$ cat src/rtl/phdx_pkg.sv
package phdx_pkg;

    localparam int MAX_DATAGRAM_DEF = 2048;
    localparam int HEADER_BYTES     = 24;
    localparam int CAP_W            = 12;
    localparam logic [CAP_W-1:0] CAP_RESET = 12'd1500;

    localparam int POS_TYPE     = 5;
    localparam int POS_STREAM   = 8;
    localparam int POS_SEQUENCE = 12;
    localparam int POS_LENGTH   = 20;

    localparam int S_DATA_W  = 8;
    localparam int M_DATA_W  = 152;
    localparam int CFG_IDX_W = 2;
    localparam int CFG_DAT_W = 12;

    localparam int FIFO_DEPTH = 4;
    localparam int FIFO_PTR_W = $clog2(FIFO_DEPTH);
    localparam int FIFO_CNT_W = $clog2(FIFO_DEPTH + 1);

    typedef enum logic [1:0] {
        STATUS_OK        = 2'd0,
        STATUS_TOO_SHORT = 2'd1,
        STATUS_MISMATCH  = 2'd2,
        STATUS_OVER_CAP  = 2'd3
    } status_t;

    typedef enum logic [CFG_IDX_W-1:0] {
        CFG_XOR_KEY    = 2'd0,
        CFG_DECRYPT_EN = 2'd1,
        CFG_CAPACITY   = 2'd2
    } cfg_reg_t;

    typedef enum logic {
        KIND_PAYLOAD = 1'b0,
        KIND_STATUS  = 1'b1
    } kind_t;

    typedef struct packed {
        logic [7:0]       xor_key;
        logic             decrypt_enable;
        logic [CAP_W-1:0] payload_capacity;
    } cfg_t;

    typedef struct packed {
        kind_t               kind;
        logic                last;
        logic [M_DATA_W-1:0] data;
    } result_t;

    typedef struct packed {
        logic    pay_valid;
        logic    stat_valid;
        result_t pay;
        result_t stat;
    } res_pair_t;

    function automatic logic [M_DATA_W-1:0] pack_status(
        input status_t     st,
        input logic [7:0]  packet_type,
        input logic [31:0] stream_number,
        input logic [63:0] sequence_number,
        input logic [31:0] payload_length
    );
        return {6'd0, payload_length, sequence_number, stream_number,
                packet_type, st, 8'd0};
    endfunction

endpackage

$ cat src/rtl/phdx_parse.sv
module phdx_parse #(
    parameter int MAX_DATAGRAM = phdx_pkg::MAX_DATAGRAM_DEF
) (
    input  logic                 aclk,
    input  logic                 aresetn,
    input  phdx_pkg::cfg_t       cfg,
    input  logic                 take,
    input  logic [7:0]           data_byte,
    input  logic                 end_of_datagram,
    output phdx_pkg::res_pair_t  res
);
    import phdx_pkg::*;

    localparam int CNT_W = $clog2(MAX_DATAGRAM + 1);

    logic [CNT_W-1:0] cnt_reg, cnt_next;
    logic [7:0]       type_reg, type_next;
    logic [31:0]      stream_reg, stream_next;
    logic [63:0]      seq_reg, seq_next;
    logic [31:0]      len_reg, len_next;
    logic             below_max;
    logic             in_header;
    logic [7:0]       pay_byte;
    status_t          st;

    assign below_max = cnt_reg < CNT_W'(MAX_DATAGRAM);
    assign in_header = cnt_reg < CNT_W'(HEADER_BYTES);

    always_comb begin
        cnt_next    = cnt_reg;
        type_next   = type_reg;
        stream_next = stream_reg;
        seq_next    = seq_reg;
        len_next    = len_reg;
        if (below_max) begin
            cnt_next = cnt_reg + CNT_W'(1);
            if (cnt_reg == CNT_W'(POS_TYPE)) begin
                type_next = data_byte;
            end else if (cnt_reg >= CNT_W'(POS_STREAM) && cnt_reg < CNT_W'(POS_SEQUENCE)) begin
                stream_next = {stream_reg[23:0], data_byte};
            end else if (cnt_reg >= CNT_W'(POS_SEQUENCE) && cnt_reg < CNT_W'(POS_LENGTH)) begin
                seq_next = {seq_reg[55:0], data_byte};
            end else if (cnt_reg >= CNT_W'(POS_LENGTH) && in_header) begin
                len_next = {len_reg[23:0], data_byte};
            end
        end
    end

    always_comb begin
        if (cnt_next < CNT_W'(HEADER_BYTES)) begin
            st = STATUS_TOO_SHORT;
        end else if ({1'b0, len_next} + 33'(HEADER_BYTES) != 33'(cnt_next)) begin
            st = STATUS_MISMATCH;
        end else if (len_next > 32'(cfg.payload_capacity)) begin
            st = STATUS_OVER_CAP;
        end else begin
            st = STATUS_OK;
        end
    end

    assign pay_byte = cfg.decrypt_enable ? (data_byte ^ cfg.xor_key) : data_byte;

    always_comb begin
        res.pay_valid  = take && below_max && !in_header;
        res.stat_valid = take && end_of_datagram;
        res.pay.kind   = KIND_PAYLOAD;
        res.pay.last   = 1'b0;
        res.pay.data   = {{(M_DATA_W-8){1'b0}}, pay_byte};
        res.stat.kind  = KIND_STATUS;
        res.stat.last  = 1'b1;
        res.stat.data  = pack_status(st, type_next, stream_next, seq_next, len_next);
    end

    always_ff @(posedge aclk) begin
        if (!aresetn) begin
            cnt_reg    <= '0;
            type_reg   <= '0;
            stream_reg <= '0;
            seq_reg    <= '0;
            len_reg    <= '0;
        end else if (take) begin
            if (end_of_datagram) begin
                cnt_reg    <= '0;
                type_reg   <= '0;
                stream_reg <= '0;
                seq_reg    <= '0;
                len_reg    <= '0;
            end else begin
                cnt_reg    <= cnt_next;
                type_reg   <= type_next;
                stream_reg <= stream_next;
                seq_reg    <= seq_next;
                len_reg    <= len_next;
            end
        end
    end

endmodule

$ cat src/rtl/packet_header_deframer_xor.sv
// Datagram deframer with optional XOR payload decryption.
// Input stream (s_*): one datagram byte per beat in s_tdata[7:0]; s_tlast marks
// the final byte. The first 24 bytes are the header; later bytes are payload.
// Output stream (m_*): m_tuser 0 is a payload beat (byte in m_tdata[7:0]);
// m_tuser 1 with m_tlast is the status beat closing the datagram, carrying the
// outcome and the decoded type, stream id, sequence number and length fields.
// Payload beats must be dropped downstream unless the status is ok.
// Bytes past MAX_DATAGRAM are dropped without a payload beat.
// Configuration (cfg_*): index 0 key, 1 decrypt enable, 2 payload capacity;
// always ready, write only while the stream is idle.
// Each result enters a four-entry result queue as its input beat is taken.
// Throughput: one byte per cycle while s_tready is high; a final beat that
// also carries payload makes two output beats, drained one per cycle while
// m_tready is high. s_tready drops while the queue has fewer than two free
// entries, so a stalled receiver backs up the input with no result lost.
// Reset (synchronous, aresetn low): queue empty, parser at the start of a
// datagram, key 0, decrypt off, capacity 1500.
module packet_header_deframer_xor #(
    parameter int MAX_DATAGRAM = phdx_pkg::MAX_DATAGRAM_DEF
) (
    input  logic                              aclk,
    input  logic                              aresetn,
    input  logic                              s_tvalid,
    output logic                              s_tready,
    input  logic [phdx_pkg::S_DATA_W-1:0]     s_tdata,   // data_byte
    input  logic                              s_tlast,
    output logic                              m_tvalid,
    input  logic                              m_tready,
    // payload_byte, status, packet_type, stream_number, sequence_number,
    // payload_length, zero pad
    output logic [phdx_pkg::M_DATA_W-1:0]     m_tdata,
    output logic                              m_tuser,   // kind
    output logic                              m_tlast,
    input  logic                              cfg_valid,
    output logic                              cfg_ready,
    input  logic [phdx_pkg::CFG_IDX_W-1:0]    cfg_index,
    input  logic [phdx_pkg::CFG_DAT_W-1:0]    cfg_data
);
    import phdx_pkg::*;

    cfg_t      cfg_reg;
    res_pair_t res;
    logic      s_take;
    logic      m_take;
    logic [1:0] n_push;
    result_t   first_res;

    result_t                fifo_mem_reg [FIFO_DEPTH];
    logic [FIFO_PTR_W-1:0]  wr_ptr_reg, rd_ptr_reg;
    logic [FIFO_CNT_W-1:0]  fifo_cnt_reg, fifo_cnt_next;

    assign cfg_ready = 1'b1;

    always_ff @(posedge aclk) begin
        if (!aresetn) begin
            cfg_reg.xor_key          <= '0;
            cfg_reg.decrypt_enable   <= 1'b0;
            cfg_reg.payload_capacity <= CAP_RESET;
        end else if (cfg_valid) begin
            case (cfg_reg_t'(cfg_index))
                CFG_XOR_KEY:    cfg_reg.xor_key          <= cfg_data[7:0];
                CFG_DECRYPT_EN: cfg_reg.decrypt_enable   <= cfg_data[0];
                CFG_CAPACITY:   cfg_reg.payload_capacity <= cfg_data[CAP_W-1:0];
                default: ;
            endcase
        end
    end

    assign s_tready = fifo_cnt_reg <= FIFO_CNT_W'(FIFO_DEPTH - 2);
    assign s_take   = s_tvalid && s_tready;
    assign m_tvalid = fifo_cnt_reg != '0;
    assign m_take   = m_tvalid && m_tready;

    phdx_parse #(
        .MAX_DATAGRAM(MAX_DATAGRAM)
    ) u_parse (
        .aclk            (aclk),
        .aresetn         (aresetn),
        .cfg             (cfg_reg),
        .take            (s_take),
        .data_byte       (s_tdata[7:0]),
        .end_of_datagram (s_tlast),
        .res             (res)
    );

    assign n_push        = {1'b0, res.pay_valid} + {1'b0, res.stat_valid};
    assign first_res     = res.pay_valid ? res.pay : res.stat;
    assign fifo_cnt_next = fifo_cnt_reg + FIFO_CNT_W'(n_push) - FIFO_CNT_W'(m_take);

    always_ff @(posedge aclk) begin
        if (n_push != 2'd0) begin
            fifo_mem_reg[wr_ptr_reg] <= first_res;
        end
        if (n_push == 2'd2) begin
            fifo_mem_reg[wr_ptr_reg + FIFO_PTR_W'(1)] <= res.stat;
        end
    end

    always_ff @(posedge aclk) begin
        if (!aresetn) begin
            wr_ptr_reg   <= '0;
            rd_ptr_reg   <= '0;
            fifo_cnt_reg <= '0;
        end else begin
            wr_ptr_reg   <= wr_ptr_reg + FIFO_PTR_W'(n_push);
            rd_ptr_reg   <= rd_ptr_reg + FIFO_PTR_W'(m_take);
            fifo_cnt_reg <= fifo_cnt_next;
        end
    end

    assign m_tdata = fifo_mem_reg[rd_ptr_reg].data;
    assign m_tuser = fifo_mem_reg[rd_ptr_reg].kind;
    assign m_tlast = fifo_mem_reg[rd_ptr_reg].last;

    a_end_gives_status: assert property (@(posedge aclk) disable iff (!aresetn)
        s_tvalid && s_tready && s_tlast |=> m_tvalid)
        else $error("end beat did not queue a status beat");

    a_fifo_bound: assert property (@(posedge aclk) disable iff (!aresetn)
        fifo_cnt_reg <= FIFO_CNT_W'(FIFO_DEPTH))
        else $error("result queue overflow");

    a_status_is_last: assert property (@(posedge aclk) disable iff (!aresetn)
        m_tvalid |-> (m_tuser == m_tlast))
        else $error("status beat and tlast disagree");

endmodule

$ cat config.mk
export PLATFORM = sky130hd
export DESIGN_NAME = packet_header_deframer_xor
export DESIGN_NICKNAME = d
export VERILOG_FILES = /design/src/rtl/phdx_pkg.sv /design/src/rtl/phdx_parse.sv /design/src/rtl/packet_header_deframer_xor.sv
export SDC_FILE = /design/constraint.sdc
export NUM_CORES = 1
export LEC_CHECK = 0
export ABC_CLOCK_PERIOD_IN_PS = 8700
export BUFFER_PORTS_ARGS = -buffer_cell sky130_fd_sc_hd__buf_2
export CORE_MARGIN = 4
export CORE_UTILIZATION = 50
export CTS_CLUSTER_SIZE = 14
export DETAILED_ROUTE_END_ITERATION = 8
export GPL_TIMING_DRIVEN = 0
export PLACE_DENSITY = 0.67
export SETUP_SLACK_MARGIN = 0.05
export SYNTH_ARGS = -nofsm -noshare
export SYNTH_HDL_FRONTEND = slang
export SYNTH_SLANG_ARGS = --single-unit
$ cat constraint.sdc
create_clock -name aclk -period 8.7 [get_ports aclk]
set_input_delay 0.87 -clock aclk [delete_from_list [all_inputs] [get_ports aclk]]
set_output_delay 0.87 -clock aclk [all_outputs]
set_load 0.05 [all_outputs]
# Yosys cells after proc, flatten, opt, wreduce, memory -nomap -nowiden
# Memory sizes are Yosys's and may differ from the RTL's. A register that Yosys moved wholly into a read port is not among the register bits.
# Cells that the tools add are included.
# classes
addsub	8
n_lt_le_gt_ge	10
eq_ne	5
mux	30
bitwise	1
n_reduce_logical	15
# op_table
operator	count
two-way mux 32 bit	10
two-way mux 64 bit	5
two-way mux 154 bit	1
less-than comparator 12 x 5 -> 1 bit (second input constant)	3
adder 32 x 5 -> 33 bit (second input constant)	1
inequality test 33 x 12 -> 1 bit	1
greater-than comparator 32 x 12 -> 1 bit	1
two-way mux 8 bit	4
>= comparator 12 x 4 -> 1 bit (second input constant)	2
two-way mux 12 bit	2
adder 12 x 1 -> 12 bit (second input constant)	1
== test 12 x 3 -> 1 bit (second input constant)	1
>= comparator 12 x 5 -> 1 bit (second input constant)	1
less-than comparator 12 bit (second input constant)	1
less-than comparator 12 x 4 -> 1 bit (second input constant)	1
logical AND 1 bit	8
two-way mux 2 bit	4
bitwise XOR 8 bit	1
AND reduction 2 bit	3
== test 2 bit (second input constant)	2
two-way mux 1 bit	4
adder 3 x 2 -> 3 bit	1
<= comparator 3 x 2 -> 1 bit (second input constant)	1
nonzero test 3 bit	1
9 further kinds	9
# word_totals
regBits	176
ram_bits	616
output_inout_bits	157
wordCells	81
mem_count	1
# mem_list
memory	words	width	rd	rd_ports_with_merged_regs	wr	line	source
fifo_mem_reg	4	154	1	1	2	packet_header_deframer_xor.sv:48	result_t fifo_mem_reg [FIFO_DEPTH];

# Depth between registers and ports, before layout
# logic_depth
depth_word	12
mapped_depth	19
depth_no_buf	15

# By module
# Synthesis repeated with hierarchy kept, for this count alone.
# unflattened
cells_unflattened	2974
area_unflattened_um2	41989.0
# modules_own_cells
module	n_inst	cells_per_inst	area_each_um2	seq_area_each_um2
packet_header_deframer_xor	1	1630	31063.5	19058.3
phdx_parse	1	1344	10925.5	2962.8

# Worst setup path before layout
# No wires, ideal clock.
# synth_timing
kind	reg-to-reg
start	reg fifo_cnt_reg[0]
end	mem fifo_mem_reg[2][100] in the netlist's numbering (enable)
t_arrival_ns	5.728
t_required_ns	8.210
setup_slack_ns	2.482
path_stages_with_launch	11
path_buffers	2
cell_sequence	dfxtp_1 a21oi_1 nand2_1 a211oi_1 inv_1 clkbuf_1 ha_1 nor3b_1 clkbuf_1 nor2_1 inv_1
# synth_lines
item	line	source
from (decl)	packet_header_deframer_xor.sv:50	logic [FIFO_CNT_W-1:0] fifo_cnt_reg, fifo_cnt_next;
from (signal assigned)	packet_header_deframer_xor.sv:107	fifo_cnt_reg <= fifo_cnt_next;
to (decl)	packet_header_deframer_xor.sv:48	

==> flow_metrics.env <==
export IMPL_critPathCaptureType="flip-flop"
export IMPL_fp_dieH_um=269
export IMPL_largest_reg_flops=588
export IMPL_path_class="flip-flop to flip-flop"
export IMPL_setup_viol=0
export IMPL_cts_setup_buffers=0
export IMPL_antenna_found_initial=4
export IMPL_cts_tree="yes"
export IMPL_clock_skew_ns=0.0369
export IMPL_start_util_pct=50.6
export IMPL_hp_class="flip-flop to flip-flop"
export IMPL_cellLeakagePower_nw=13.5
export IMPL_synth_seq_cells=764
export IMPL_synthTopCellsByArea="edfxtp_1 (49%), dfxtp_1 (12%), mux4_2 (9.7%)"
export IMPL_async_reset_ff_share_pct=0
export IMPL_p_int_mw=6.65
export IMPL_yosys_warnings=0
export IMPL_post_drt_wl_per_cell_um=24.8
export IMPL_core_um2=67300
export IMPL_portBuffers=171
export IMPL_path_cells="or4_4 > nor3_4 > buf_6 > buf_6 > buf_4 > mux2i_1 > ha_1 > nand3b_1 > nor2_1 > xnor2_1 > mux2i_1 > xnor2_1 > or4_1 > or3_1 > nor4_1 > nor3_1"
export IMPL_gp_congestion=0.948
export IMPL_synth_area_um2=34000
export IMPL_vias_per_cell=5.95
export IMPL_clkSinkCount=764
export IMPL_synth_top_cell_area_share_pct=48.7
export IMPL_cp_top_family="simple AND/OR/NAND/NOR gates"
export IMPL_num_rows=95
export IMPL_outcome="complete, no violations"
export IMPL_power_frac_seq_pct=41.1
export IMPL_critPathRequiredTime_ns=9.06
export IMPL_gr_total_overflow=0
export IMPL_clockPowerShare_pct=35.3
export IMPL_clockBufferDepth=3
export IMPL_rrSetupSlack_ns=2.67
export IMPL_die_width_um=269
export IMPL_postLayoutCellArea_um2=38800
export IMPL_p_sw_mw=3.14
export IMPL_cellPowerDensity_nw_per_um2=252
export IMPL_drt_iter0_drc=2453
export IMPL_ys_seq_area_share_pct=61.2
export IMPL_htreeDepth=3
export IMPL_ys_types=65
export IMPL_cts_buffers=81
export IMPL_finalCriticalPeriod_ns=6.03
export IMPL_grt_pass1_wl_um=143000
export IMPL_switching_share_pct=32.1
export IMPL_drcViolationCount=0
export IMPL_slowest_stage="mux2i_1"
export IMPL_vdd_drop_max_mv=0.188
export IMPL_track_usage_pct=26.4
export IMPL_fmax_ghz=0.166
export IMPL_drive_above_1_share_pct=16.3
export IMPL_grt_pass1_vias=22800
export IMPL_slew_viol_final=0
export IMPL_fillers=5516
export IMPL_rsz0062_at_grt="no"
export IMPL_ctsHoldBuffers=0
export IMPL_cts_resized=0
export IMPL_synth_edf_count=552
export IMPL_grt_max_degree=105
export IMPL_hold_slack_ns=0.478
export IMPL_drtPass1Iterations=5
export IMPL_fin_crit_sh_pct=69.3
export IMPL_cts_root_buf="clkbuf_16"
export IMPL_syn_avg_cell_area_um2=12.7
export IMPL_p_comb_share_pct=23.6
export IMPL_cap_violations=0
export IMPL_slowest_delay_ns=0.65
export IMPL_syn_to_final_growth_pct=14.0
export IMPL_die_area_um2=72300
export IMPL_synthTopCellsByCount="nor2_1 (593), edfxtp_1 (552), dfxtp_1 (212)"
export IMPL_nets=2985
export IMPL_worst_endpoint_arrival_ns=6.39
export IMPL_clock_latency_ns=0.64
export IMPL_yosysTopAreaCell="edfxtp_1"
export IMPL_cp_max_fo=10
export IMPL_wirelength_um=95900
export IMPL_clk_pin_slew_ns=0.06
export IMPL_io_pins=185
export IMPL_vias=23000
export IMPL_dpl_instance_area_um2=36100
export IMPL_startpoint_type="flip-flop"
export IMPL_antenna_left=0
export IMPL_yosysMostFrequentCell="nor2_1"
export IMPL_finalHoldViolations=0
export IMPL_syn_inst=2669
export IMPL_ys_flop_type="edfxtp_1"
export IMPL_crit_buf_inv=3
export IMPL_maxSlewHeadroom_pct=3.73
export IMPL_worstMarginPinSlew_ns=1.44
export IMPL_dp_hpwl_um=64300
metal layers:
metal	share of wire (%)	vias to the layer above	global-route usage [%]
met5	0.0083	-	0
met1	41	11500	36.6
met3	7.7	206	4.64
met4	4.2	2	11.0
li1	-	10300	-
met2	47	1025	41.8
final cells by class:
type	instances	area (um2)	area share, %
Multi-Input combinational cell	1652	12200	31.4
Clock buffer	102	2190	5.64
Inverter	54	233	0.600
Timing Repair Buffer	175	966	2.49
Sequential cell	764	20800	53.7
Antenna cell	1	2.50	0.00645
Clock inverter	48	479	1.24
Buffer	204	828	2.13
Tap cell	873	1090	2.82
cells by family (layout without fill, tap and decap cells):
group	after synthesis	count (layout)	synth area share, %
AND/OR/NAND/NOR	991	991	13.4
flip-flops	764	764	61.2
multiplexers	298	298	14.2
AO/OA/AOI/OAI	281	281	5.87
buffers and inverters	258	583	3.03
XOR/XNOR	50	50	1.29
adder cells (fa/ha/maj)	25	25	0.942
other	2	8	0.0221
per-stage QoR:
stage | cells | power [mW] | utilization, % | worst slack, ns | setup TNS [ns]
floorplan | 2674 | 5.84 | - | 2.48 | 0
detailed placement | 3722 | 6.44 | 53.7 | 2.63 | 0
finish | 3873 | 9.79 | 57.7 | 2.67 | 0
global route | 3872 | 10.1 | 57.7 | 2.30 | 0
global placement | 3718 | 6.44 | 53.5 | -0.553 | -163.51
CTS | 3872 | 9.85 | 57.7 | 2.64 | 0
layout by cell type, fill, tap and decap left out, types with 7 or more instances in the layout:
| master | n |
|---|---|
| or3_1 | 8 |
| dfxtp_1 | 212 |
| a22o_1 | 32 |
| bufinv_16 | 7 |
| clkinv_2 | 18 |
| nand3b_1 | 7 |
| xor2_1 | 28 |
| mux2i_1 | 143 |
| nor4_1 | 14 |
| clkbuf_1 | 175 |
| buf_4 | 9 |
| o211ai_1 | 11 |
| a21oi_1 | 23 |
| nor3_1 | 17 |
| buf_1 | 26 |
| clkinv_1 | 11 |
| nand2_1 | 78 |
| a22oi_1 | 120 |
| clkbuf_16 | 82 |
| nor2b_1 | 144 |
| xnor2_1 | 22 |
| buf_2 | 176 |
| mux4_2 | 147 |
| a31oi_1 | 7 |
| and2_1 | 38 |
| nor2_1 | 593 |
| edfxtp_1 | 552 |
| o21ai_0 | 37 |
| and3_1 | 7 |
| nand4_1 | 23 |
| nand3_1 | 24 |
| conb_1 | 7 |
| inv_1 | 50 |
| ha_1 | 24 |
final timing paths:
path,start,to,cells past startpoint
min,cfg_reg[11]$_SDFFE_PN0P_,cfg_reg[11]$_SDFFE_PN0P_,2
min reg2reg,cfg_reg[11]$_SDFFE_PN0P_,cfg_reg[11]$_SDFFE_PN0P_,2
max reg2reg,u_parse.cnt_reg[7]$_SDFFE_PN0P_,fifo_mem_reg[3][9]$_DFFE_PP_,16
max,u_parse.cnt_reg[7]$_SDFFE_PN0P_,fifo_mem_reg[3][9]$_DFFE_PP_,16
worst reg2reg max path: stages, from the launching register on:
cell      delay [ns]
dfxtp_1         0.36
or4_4           0.62
nor3_4          0.35
buf_6           0.24
buf_6           0.21
buf_4           0.24
mux2i_1         0.66
ha_1            0.36
nand3b_1        0.24
nor2_1          0.15
xnor2_1         0.18
mux2i_1         0.38
xnor2_1         0.11
or4_1           0.60
or3_1           0.39
nor4_1          0.57
nor3_1          0.12
power by group through the flow:
stage                     sequential (mW)  combinational (mW)  clock [mW]
after floorplan                      4.10                1.73           0
after global placement               4.12                2.32           0
after detailed placement             4.10                2.34           0
after CTS                            4.03                2.34        3.48
after global routing                 4.03                2.42        3.65
final                                4.03                2.31        3.45
No activity file was read; power rests on OpenSTA's default activity.
